`config.mk`:
```
export PLATFORM = sky130hd
export DESIGN_NAME = tihi_ctrl
export DESIGN_NICKNAME = d
export VERILOG_FILES = /design/src/sv/tihi_pkg.sv /design/src/sv/tihi_ctrl.sv
export SDC_FILE = /design/constraint.sdc
export NUM_CORES = 1
export LEC_CHECK = 0
export BUFFER_PORTS_ARGS = -buffer_cell sky130_fd_sc_hd__buf_2
export CAP_MARGIN = 20
export CORE_MARGIN = 4
export CORE_UTILIZATION = 56
export DETAILED_ROUTE_END_ITERATION = 8
export PLACE_DENSITY_LB_ADDON = 0.08
export RECOVER_POWER = 100
export SETUP_SLACK_MARGIN = 0.5
export SYNTH_ARGS = -nofsm -noshare
export SYNTH_HDL_FRONTEND = slang
export SYNTH_SLANG_ARGS = --single-unit
export TNS_END_PERCENT = 100
```
`constraint.sdc`:
```
create_clock -name clk -period 2.8 [get_ports clk]
set_clock_uncertainty 0.15 [all_clocks]
set_input_delay 0.56 -clock clk [delete_from_list [all_inputs] [get_ports clk]]
set_output_delay 0.56 -clock clk [all_outputs]
set_load 0.01 [all_outputs]
```
`src/sv/tihi_pkg.sv`:
```
// Package for the time indexed history interpolator.
// Holds the sample entry type, controller/datapath command and status types and constants.
// No dependencies.
`default_nettype none
package tihi_pkg;

	localparam int DEPTH_DEF  = 64;
	localparam int CUT_W      = 7;
	localparam int TDS_W      = 32;
	localparam int TDS_RESET  = 250000;
	localparam int ONE_MS     = 16;
	localparam int DIV_LAST   = 15;
	localparam int TELE_LAST  = 2;
	localparam int LERP_LAST  = 10;
	localparam int ALPHA_HALF = 32768;

	typedef struct packed {
		logic signed [31:0] tm;
		logic signed [31:0] lx;
		logic signed [31:0] ly;
		logic signed [31:0] lz;
		logic [30:0]        ex;
		logic [30:0]        ey;
		logic [30:0]        ez;
		logic signed [31:0] pitch;
		logic signed [31:0] yaw;
		logic signed [31:0] roll;
		logic               rew;
	} entry_t;

	typedef enum logic [4:0] {
		OP_NONE,
		OP_APPEND,
		OP_START,
		OP_EMPTY,
		OP_RD_F,
		OP_RD_L,
		OP_RD_C,
		OP_DECIDE,
		OP_S_ISS,
		OP_S_CMP,
		OP_RD_P,
		OP_RD_N,
		OP_CAP_N,
		OP_PREP,
		OP_NORM,
		OP_DIV,
		OP_TELE,
		OP_LERP
	} dp_op_t;

	typedef struct packed {
		dp_op_t op;
	} cmd_t;

	typedef struct packed {
		logic       empty;
		logic       interp;
		logic       search_done;
		logic [3:0] k;
	} status_t;

	typedef enum logic {
		REG_CUTOFF   = 1'b0,
		REG_TELEPORT = 1'b1
	} reg_idx_t;

endpackage
`default_nettype wire

```
`src/sv/tihi_ctrl.sv`:
```
// Controller state machine of the history interpolator.
// Sequences appends and queries through the datapath; uses tihi_pkg.
`default_nettype none
module tihi_ctrl
	import tihi_pkg::*;
(
	input  wire logic    clk,
	input  wire logic    arst_n,
	input  wire logic    in_valid,
	input  wire logic    mode,
	input  wire logic    out_stall,
	input  wire status_t st,
	output cmd_t         cmd,
	output logic         in_stall,
	output logic         out_valid
);

	typedef enum logic [15:0] {
		S_IDLE = 16'h0001,
		S_RDF  = 16'h0002,
		S_RDL  = 16'h0004,
		S_RDC  = 16'h0008,
		S_DEC  = 16'h0010,
		S_SISS = 16'h0020,
		S_SCMP = 16'h0040,
		S_RDP  = 16'h0080,
		S_RDN  = 16'h0100,
		S_CAPN = 16'h0200,
		S_PREP = 16'h0400,
		S_NORM = 16'h0800,
		S_DIV  = 16'h1000,
		S_TELE = 16'h2000,
		S_LERP = 16'h4000,
		S_OUT  = 16'h8000
	} state_t;

	state_t state_q, state_d;

	always_ff @(posedge clk or negedge arst_n) begin
		if (!arst_n) state_q <= S_IDLE;
		else         state_q <= state_d;
	end

	always_comb begin
		state_d = state_q;
		cmd.op  = OP_NONE;
		case (state_q)
			S_IDLE: begin
				if (in_valid) begin
					if (!mode) begin
						cmd.op = OP_APPEND;
					end else if (st.empty) begin
						cmd.op  = OP_EMPTY;
						state_d = S_OUT;
					end else begin
						cmd.op  = OP_START;
						state_d = S_RDF;
					end
				end
			end
			S_RDF: begin
				cmd.op  = OP_RD_F;
				state_d = S_RDL;
			end
			S_RDL: begin
				cmd.op  = OP_RD_L;
				state_d = S_RDC;
			end
			S_RDC: begin
				cmd.op  = OP_RD_C;
				state_d = S_DEC;
			end
			S_DEC: begin
				cmd.op  = OP_DECIDE;
				state_d = st.interp ? S_SISS : S_OUT;
			end
			S_SISS: begin
				cmd.op  = OP_S_ISS;
				state_d = st.search_done ? S_RDP : S_SCMP;
			end
			S_SCMP: begin
				cmd.op  = OP_S_CMP;
				state_d = S_SISS;
			end
			S_RDP: begin
				cmd.op  = OP_RD_P;
				state_d = S_RDN;
			end
			S_RDN: begin
				cmd.op  = OP_RD_N;
				state_d = S_CAPN;
			end
			S_CAPN: begin
				cmd.op  = OP_CAP_N;
				state_d = S_PREP;
			end
			S_PREP: begin
				cmd.op  = OP_PREP;
				state_d = S_NORM;
			end
			S_NORM: begin
				cmd.op  = OP_NORM;
				state_d = S_DIV;
			end
			S_DIV: begin
				cmd.op = OP_DIV;
				if (st.k == 4'(DIV_LAST)) state_d = S_TELE;
			end
			S_TELE: begin
				cmd.op = OP_TELE;
				if (st.k == 4'(TELE_LAST)) state_d = S_LERP;
			end
			S_LERP: begin
				cmd.op = OP_LERP;
				if (st.k == 4'(LERP_LAST)) state_d = S_OUT;
			end
			S_OUT: begin
				if (!out_stall) state_d = S_IDLE;
			end
			default: state_d = S_IDLE;
		endcase
	end

	assign in_stall  = (state_q != S_IDLE);
	assign out_valid = (state_q == S_OUT);

endmodule
`default_nettype wire

```
==> results of run 1 <==
-- through the flow --
stage,hold slack (ns),instance area (µm²),worst slack (ns)
after floorplan,0.114,1240,0.532
after global placement,0.341,1270,0.317
after detailed placement,0.344,1270,0.253
after CTS,0.0271,1530,0.155
after global routing,0.263,1680,-0.0373
final,0.215,1680,0.0556
-- worst min-delay path by stage --
| stage | startpoint | end | cells after the start |
|---|---|---|---|
| floorplan | arst_n | state_q[10]$_DFFE_PN0P_ | 0 |
| global placement | arst_n | state_q[4]$_DFFE_PN0P_ | 1 |
| detailed placement | arst_n | state_q[4]$_DFFE_PN0P_ | 1 |
| CTS | arst_n | state_q[15]$_DFFE_PN0P_ | 1 |
| global route | arst_n | state_q[4]$_DFFE_PN0P_ | 1 |
| finish | arst_n | state_q[3]$_DFFE_PN0P_ | 1 |
-- layout by cell type, fill, tap and decap left out, drive strengths merged, types with 2 or more instances in the layout --
cell type  netlist  final
o21ai            4      4
xnor2            5      5
a21oi            2      2
nor4b            6      6
nor4             7      7
nand4            4      4
dfrtp           15     15
a31oi            2      2
nor2            17     17
nor3b            3      3
xor2             3      3
and4b            3      3
nand2           12     12
inv              5      5
nor3            12     12
nand2b           2      2
nand3            6      6
nor2b            2      2
clkbuf           7     12
buf              2     49
-- metal layers --
layer  track usage  wire [µm]
met5             0          0
met4        0.0850         95
met3        0.0268        219
met2         0.447       1890
met1         0.316       1450
-- synthesized netlist by cell type, types with 2 or more instances --
cell type  instances
nor2_1            17
dfrtp_1           15
nand2_1           12
nor3_1            12
clkbuf_8           6
nor4b_1            6
nand3_1            5
xnor2_1            5
inv_1              4
nand4_1            4
nor4_4             4
nor3b_1            3
xor2_1             3
a21oi_1            2
a31oi_1            2
and4b_2            2
nand2b_1           2
nor2b_1            2
nor4_1             2
o21ai_0            2
-- power by group through the flow --
stage	Sequential [mW]	Clock, mW	Combinational, mW
finish	0.282	0.166	0.687
global route	0.284	0.172	0.729
CTS	0.292	0.160	0.536
detailed placement	0.295	0	0.351
global placement	0.294	0	0.348
floorplan	0.286	0	0.269
-- worst max-delay path: cells and delay by family (launching register included) --
| family | cells | cell delay [ns] |
|---|---|---|
| buf+inv | 9 | 1.09 |
| flops | 1 | 0.49 |
| simple gates | 4 | 0.90 |
-- cell type report --
cell class	count	area (µm²)	share of cell area
tap	27	33.8	0.0201
timing repair buffer	57	379	0.226
sequential	16	415	0.248
clock buffer	4	36.3	0.0216
inverter	5	18.8	0.0112
multi-input combinational	103	795	0.474
-- cells by family after synthesis --
logic type | Yosys count
buffers and inverters | 14
and+or+nand+nor | 78
muxes | 1
xor gates and xnor gates | 8
DFF | 16
AOI/OAI and AO/OA | 16
-- what timing repair did --
action | 4_1_cts | 5_1_grt
pin swaps | 13 | 9
setup endpoints to repair | 7 | 8
resized for setup | 20 | 12
buffers inserted | 20 | 18
==> impl_results.md, run 1 <==
* Status: complete, no violations
* CP startpoint kind: flip-flop
* Area grow syn2layout at 35.6%
* Overall Power at 1.14 mW
* DIE HEIGHT at 55.0 µm
* Psw at 0.442 mW
* Initial antenna violation count at 0
* Final #Nets at 198
* Synth unique cells at 43
* Fin util at 0.830
* P_leak at 0.747 nW
* Sw Ratio at 0.389
* Worst-Skew Late Latency at 0.30 ns
* Mapped cell area at 1240 µm²
* CP startpoint: state_q[7]$_DFFE_PN0P_
* Via-per-instance ratio at 6.08
* Max FFs per register at 16
* Hold WC Path Type: input pin to asynchronous set/reset pin
* Synth Area per Inst at 9.30 µm²
* CP cell instances: nor4_4 -> buf_4 -> and3_4 -> and4b_4 -> inv_2 -> buf_4 -> buf_4 -> buf_4 -> buf_4 -> buf_4 -> buf_4 -> buf_4 -> nor3_2
* Die Wd at 55.0 µm
* CTS H-Tree Depth at 1
* FF-to-FF path depth at 13
* Share of cells above drive strength 1 at 0.514
* Clock root cell: clkbuf_4
* Highest-delay cell along the critical path: dfrtp_2
* Post-Synth Simple-Gate Area at 0.414
* Row cnt at 16
* DRT Pass-1 Iters at 4
* VDD IR-drop max at 0.521 mV
* Clock Tree Buf Depth at 2
* Post-route minimum period at 2.74 ns
* Proportion of synthesized area in mux cells at 0.00809
* R2R Path End: state_q[1]$_DFFE_PN0P_
* DP Wirelength at 2000 µm
* Core box area at 2020 µm²
* Vias post-DR at 1289
* CP Capture Point: state_q[1]$_DFFE_PN0P_
* TNS Setup at 0 ns
* GRT Total Usage at 0.252
* Slew margin rel. at 0.375
* Largest net degree at the start of global routing at 17
* Placer Congestion at 0.836
* Complex-gate fraction of the synthesized area at 0.0961
* Finish-stage setup viols at 0
* First-pass GRT wire length at 5330 µm
* Fin. Hold Viols at 0
* Max-slew violations at 0
* CP peak stage delay at 0.49 ns
* # DRC at 0
* Largest reg by FF count: state_q
* Worst-path clk slew at 0.12 ns
* R2R setup slack at 0.06 ns
* Post-synth net total at 145
* CTS tree: built
* Main combinational cell family by area after synthesis: simple AND/OR/NAND/NOR gates
* I/O pin cnt at 19
* Largest registers: state_q (16)
* Grt ovf at 0
* P_int at 0.694 mW
* Worst Tran Pin Value at 0.938 ns
* Worst setup EP type: flip-flop
* Synth top area cells: dfrtp_1 (30%), nor4_4 (6.9%), clkbuf_8 (6.7%), nor2_1 (5.2%), nor3_1 (4.9%)
* Antenna diodes at 0
* Fillers at 126
* Ys flop type: dfrtp_1
* Maxcap violations at 0
* Required @ worst endpoint at 2.86 ns
* IO buf count at 18
* Critical setup path kind: flip-flop to flip-flop
* Final Instance Count excl. Fillers at 212
* Post-Synth Adder-Cell Area at 0
* Starting density of the core at 0.612
* Antenna violation net count after detailed routing at 0
* Seq/Total Area, Yosys at 0.325
* Total die area at 3030 µm²
* Post-Synth XOR/XNOR Area at 0.0566
* Cts hold-fix bufs at 0
* Drt wl/cell at 17.2 µm
* Clock share of power at 0.146
* Most prevalent standard cell on the critical path: buf_4
* # clock sinks at 16
* Synthesized instance count at 133
* Unrepaired setup endpoints after global routing: true
* DR iter-0 viols at 56
* Vias in the first global route at 1129
* CP arrival at 2.81 ns
* Flop pwr share at 0.248
* Routed wire length at 3650 µm
* Worst-path fanout max at 4
* Comb pwr share at 0.605
* Peak Freq at 0.364 GHz
* Post-synth EDFFs at 0
* Yosys reg bits at 16
* Critical R2R Launch: state_q[7]$_DFFE_PN0P_
* Placed cells at 170
* Async SR Flop Fraction at 1.00
* Num CTS Buffers at 3
* Pwr/cell area at 677 nW/µm²
* Synth Warn # at 0
* Period utilization at 0.980
* Cell taking the most area after synthesis: dfrtp_1
* Area share of the largest cell type after synthesis at 0.303
Power figures use the tool's default switching activity.
==> run 2: changes to the inputs <==
Settings changed: PLACE_DENSITY from default to 0.82, PLACE_DENSITY_LB_ADDON 0.08 to default, TNS_END_PERCENT 100 to default.
==> impl_results.md, run 2 (synthesis results as in run 1) <==
* Overall Power at 1.07 mW
* Finish-stage setup viols at 1
* R2R setup slack at 0.59 ns
* First-pass GRT wire length at 5560 µm
* Pwr/cell area at 649 nW/µm²
* Met2 usage at 0.453
* FF-to-FF path depth at 9
* Sequential Area at 414 µm²
* DR iter-0 viols at 93
* Post-route minimum period at 2.81 ns
* Fillers at 121
* CTS H-Tree Depth at 1
* Antenna violation net count after detailed routing at 0
* VDD IR-drop max at 0.558 mV
* Top Usage Layer GRT: met2
* CP Capture Point: cmd[1]
* Routed wire length at 4060 µm
* # DRC at 0
* Final setup margin at -0.00672 ns
* Largest net degree at the start of global routing at 17
* Placed instance area at 1270 µm²
* Core box area at 2020 µm²
* Fin util at 0.816
* Starting density of the core at 0.612
* Maxcap violations at 0
* Share of cells above drive strength 1 at 0.520
* Met3 Use GR at 0.0509
* Peak Freq at 0.356 GHz
* DRT Pass-1 Iters at 4
* Via-per-instance ratio at 6.48
* Hold WC Path Type: input pin to asynchronous set/reset pin
* Critical R2R Launch: state_q[14]$_DFFE_PN0P_
* Largest reg by FF count: state_q
* P_leak at 0.736 nW
* Vias post-DR at 1322
* Num CTS Buffers at 3
* Placer Congestion at 0.934
* Total die area at 3030 µm²
* Worst setup EP type: output port
* Slew margin rel. at 0.406
* Unrepaired setup endpoints after global routing: true
* IO buf count at 18
* Fin. Hold Viols at 0
* CP arrival at 2.10 ns
* CP startpoint kind: flip-flop
* Cts hold-fix bufs at 0
* Row cnt at 16
* Hold Worst Slack at 0.203 ns
* Worst-Skew Late Latency at 0.29 ns
* Design Area, Final at 1650 µm²
* CP startpoint: state_q[4]$_DFFE_PN0P_
* CTS tree: built
* GRT Total Usage at 0.261
* Clock root cell: clkbuf_4
* Required @ worst endpoint at 2.09 ns
* Area grow syn2layout at 33.4%
* Met1 Resource Use GR at 0.305
* Violated checks: negative setup slack
* Drt wl/cell at 19.9 µm
* Max-slew violations at 0
* Clock Tree Buf Depth at 2
* Worst Tran Pin Value at 0.891 ns
* Most frequent cells in the layout: buf_4 (29), buf_2 (16), nor2_1 (15)
* Max FFs per register at 16
* Die Wd at 55.0 µm
* Initial antenna violation count at 0
* Worst-path fanout max at 3
* Commonest non-fill, non-tap cell in the layout: buf_4
* Status: finished, violations left
* Largest registers: state_q (16)
* Period utilization at 1.00
* DP Wirelength at 1990 µm
* DIE HEIGHT at 55.0 µm
* Final #Nets at 190
* Area occupied by multi-input gates at 820 µm²
* Antenna diodes at 0
* Vias in the first global route at 1155
* Critical setup path kind: flip-flop to output port
* Grt ovf at 0
* R2R Path End: state_q[15]$_DFFE_PN0P_
* I/O pin cnt at 19
* Worst-path clk slew at 0.10 ns
* # clock sinks at 16
-- run 2: changes by cell type in the layout (fill, tap and decap cells not counted), moves of 2 or more --
cell / change
nor2_2: +2
buf_4: -3
nor2_1: -2
nor4_4: +2
nor3_2: -2
clkbuf_4: -3
clkbuf_1: -3
-- run 2: worst min path at each step --
stage | startpoint | end | slack [ns] | cells past startpoint
2_1_floorplan | arst_n | state_q[10]$_DFFE_PN0P_ | 0.11 | 0
3_3_place_gp | arst_n | state_q[3]$_DFFE_PN0P_ | 0.34 | 1
3_5_place_dp | arst_n | state_q[2]$_DFFE_PN0P_ | 0.35 | 1
4_1_cts | arst_n | state_q[3]$_DFFE_PN0P_ | 0.03 | 1
5_1_grt | arst_n | state_q[2]$_DFFE_PN0P_ | 0.26 | 1
6_report | arst_n | state_q[3]$_DFFE_PN0P_ | 0.20 | 1
-- run 2: timing repair --
item                                    CTS  global route
pin swaps                                11             7
endpoints found under the hold margin     0             0
endpoints found under the setup margin    7             7
gates resized for setup                  23            11
buffers inserted                         18            12
-- run 2: worst max-delay path, cell delays in order (launching register included) --
cell and delay (ns):
dfrtp_2 0.45, nor4_4 0.35, buf_4 0.17, and3_4 0.18, and4b_4 0.28, inv_4 0.05, o21ai_2 0.14, buf_2 0.18
-- run 2: layer usage --
layer	wire, µm	part of all wire
met1	1540	0.38
met5	0	0
met2	1920	0.47
met3	304	0.075
met4	285	0.070
-- run 2: metrics by stage --
stage,setup slack [ns],TNS [ns],instances
finish,-0.00672,-0.00672,204
global placement,0.336,0,170
detailed placement,0.290,0,170
floorplan,0.532,0,133
global route,-0.0760,-0.164,204
CTS,0.194,0,192
-- run 2: final cells by class --
class                           instances  share of cell area
Inverter                                5              0.0129
Sequential cell                        16               0.251
Tap cell                               27              0.0205
Clock buffer                            4              0.0159
Multi-Input combinational cell        103               0.497
Timing Repair Buffer                   49               0.203
-- run 2: power breakdown --
group          switching [mW]  internal (mW)  total [mW]
Sequential             0.0329          0.256       0.289
Combinational           0.332          0.318       0.649
Clock                  0.0768         0.0554       0.132
==> run 3: changes to the inputs <==
Settings changed: CTS_CLUSTER_SIZE from default to 24, MAX_ROUTING_LAYER from default to met4.
==> impl_results.md, run 3 (synthesis results as in run 1) <==
* Worst-path clk slew at 0.10 ns
* Vias post-DR at 1274
* IO buf count at 18
* Final setup margin at 0.0509 ns
* Placer Congestion at 0.899
* FF-to-FF path depth at 9
* Delay-heaviest family, CP: simple AND/OR/NAND/NOR gates
* Worst slack, placed at 0.287 ns
* Antenna diodes at 0
* First-pass GRT wire length at 5520 µm
* # clock sinks at 16
* Maxcap violations at 0
* Vias in the first global route at 1188
* CP startpoint kind: flip-flop
* # DRC at 0
* Required @ worst endpoint at 2.09 ns
* Placed instance area at 1270 µm²
* Most prevalent standard cell on the critical path: buf_4
* Post-route minimum period at 2.75 ns
* Overall Power at 1.06 mW
* CP arrival at 2.04 ns
* Routed wire length at 3660 µm
* Max-slew violations at 0
* Starting density of the core at 0.612
* Fin util at 0.787
* DIE HEIGHT at 55.0 µm
* Initial antenna violation count at 0
* Area grow syn2layout at 28.6%
* Worst-Skew Late Latency at 0.30 ns
* Share of cells above drive strength 1 at 0.491
* CP cell instances: nor4_4 -> buf_4 -> buf_4 -> nand3_1 -> nor3_2 -> nor3_1 -> o21ai_2 -> buf_2
* R2R setup slack at 0.66 ns
* Largest registers: state_q (16)
* Slew margin rel. at 0.412
* Grt ovf at 0
* R2R Path End: state_q[15]$_DFFE_PN0P_
* CTS tree: built
* Peak Freq at 0.364 GHz
* Max FFs per register at 16
* Num CTS Buffers at 3
* Most frequent cells in the layout: buf_4 (23), buf_2 (16), nor2_1 (15)
* Commonest non-fill, non-tap cell in the layout: buf_4
* P_leak at 0.710 nW
* Largest reg by FF count: state_q
* Critical setup path kind: flip-flop to output port
* VDD IR-drop max at 0.567 mV
* Design Area, Final at 1590 µm²
* Worst Tran Pin Value at 0.881 ns
* Status: complete, no violations
* CP peak stage delay at 0.50 ns
* DP Wirelength at 2010 µm
* Period utilization at 0.982
* I/O pin cnt at 19
* CTS H-Tree Depth at 1
* DRT Pass-1 Iters at 4
* Clock root cell: clkbuf_4
* Clock Tree Buf Depth at 2
* GRT Total Usage at 0.268
* Critical R2R Launch: state_q[2]$_DFFE_PN0P_
* CP Buf/Inv Count at 3
* DR iter-0 viols at 73
* Fin. Hold Viols at 0
* Finish-stage setup viols at 0
* Unrepaired setup endpoints after global routing: true
* Row cnt at 16
* Total die area at 3030 µm²
* Hold WC Path Type: input pin to asynchronous set/reset pin
* Pwr/cell area at 665 nW/µm²
* Hold Worst Slack at 0.195 ns
* Largest net degree at the start of global routing at 17
* Core box area at 2020 µm²
* Via-per-instance ratio at 6.43
* Fillers at 142
* Worst setup EP type: output port
* Antenna violation net count after detailed routing at 0
* Die Wd at 55.0 µm
* Final #Nets at 184
* Highest-delay cell along the critical path: dfrtp_1
* Worst-path fanout max at 8
* Drt wl/cell at 18.5 µm
## run 3: metrics by stage
stage	std cells	TNS (ns)
after floorplan	133	0
after global placement	170	0
after detailed placement	170	0
after CTS	195	0
after global routing	198	-0.0939
final	198	0
## run 3: per-layer routing
layer,routed length (µm),share of wire,global-route usage,up-vias
li1,-,-,-,564
met1,1380,0.38,0.323,600
met2,1830,0.50,0.449,88
met3,301,0.082,0.0375,22
met4,143,0.039,0.113,0
met5,0,0,-,-
## run 3: worst max path at each step
| stage | startpoint | end | slack (ns) | cells after the start |
|---|---|---|---|---|
| 3_3_place_gp | state_q[1]$_DFFE_PN0P_ | cmd[1] | 0.30 | 6 |
| 5_1_grt | state_q[2]$_DFFE_PN0P_ | cmd[1] | -0.05 | 8 |
| 3_5_place_dp | state_q[4]$_DFFE_PN0P_ | cmd[0] | 0.29 | 7 |
| 2_1_floorplan | state_q[4]$_DFFE_PN0P_ | cmd[1] | 0.53 | 6 |
| 6_report | state_q[2]$_DFFE_PN0P_ | cmd[1] | 0.05 | 8 |
| 4_1_cts | state_q[6]$_DFFE_PN0P_ | cmd[0] | 0.18 | 7 |
## run 3: area by class of cell
class	instances	area, µm²	share of cell area
Multi-Input combinational cell	103	798	0.502
Sequential cell	16	414	0.260
Timing Repair Buffer	43	290	0.182
Clock buffer	4	36.3	0.0228
Tap cell	27	33.8	0.0212
Inverter	5	18.8	0.0118
## run 3: timing repair
action / in CTS / in global routing
pin swaps: 8 / 2
setup endpoints to repair: 7 / 7
hold buffers: 0 / 0
buffers inserted: 21 / 3
resized for setup: 19 / 11
## run 3: power by group
group / total, mW / switching (mW) / internal [mW]
Clock: 0.161 / 0.0819 / 0.0794
Sequential: 0.296 / 0.0400 / 0.256
Combinational: 0.601 / 0.299 / 0.301
Total: 1.06 / 0.421 / 0.636
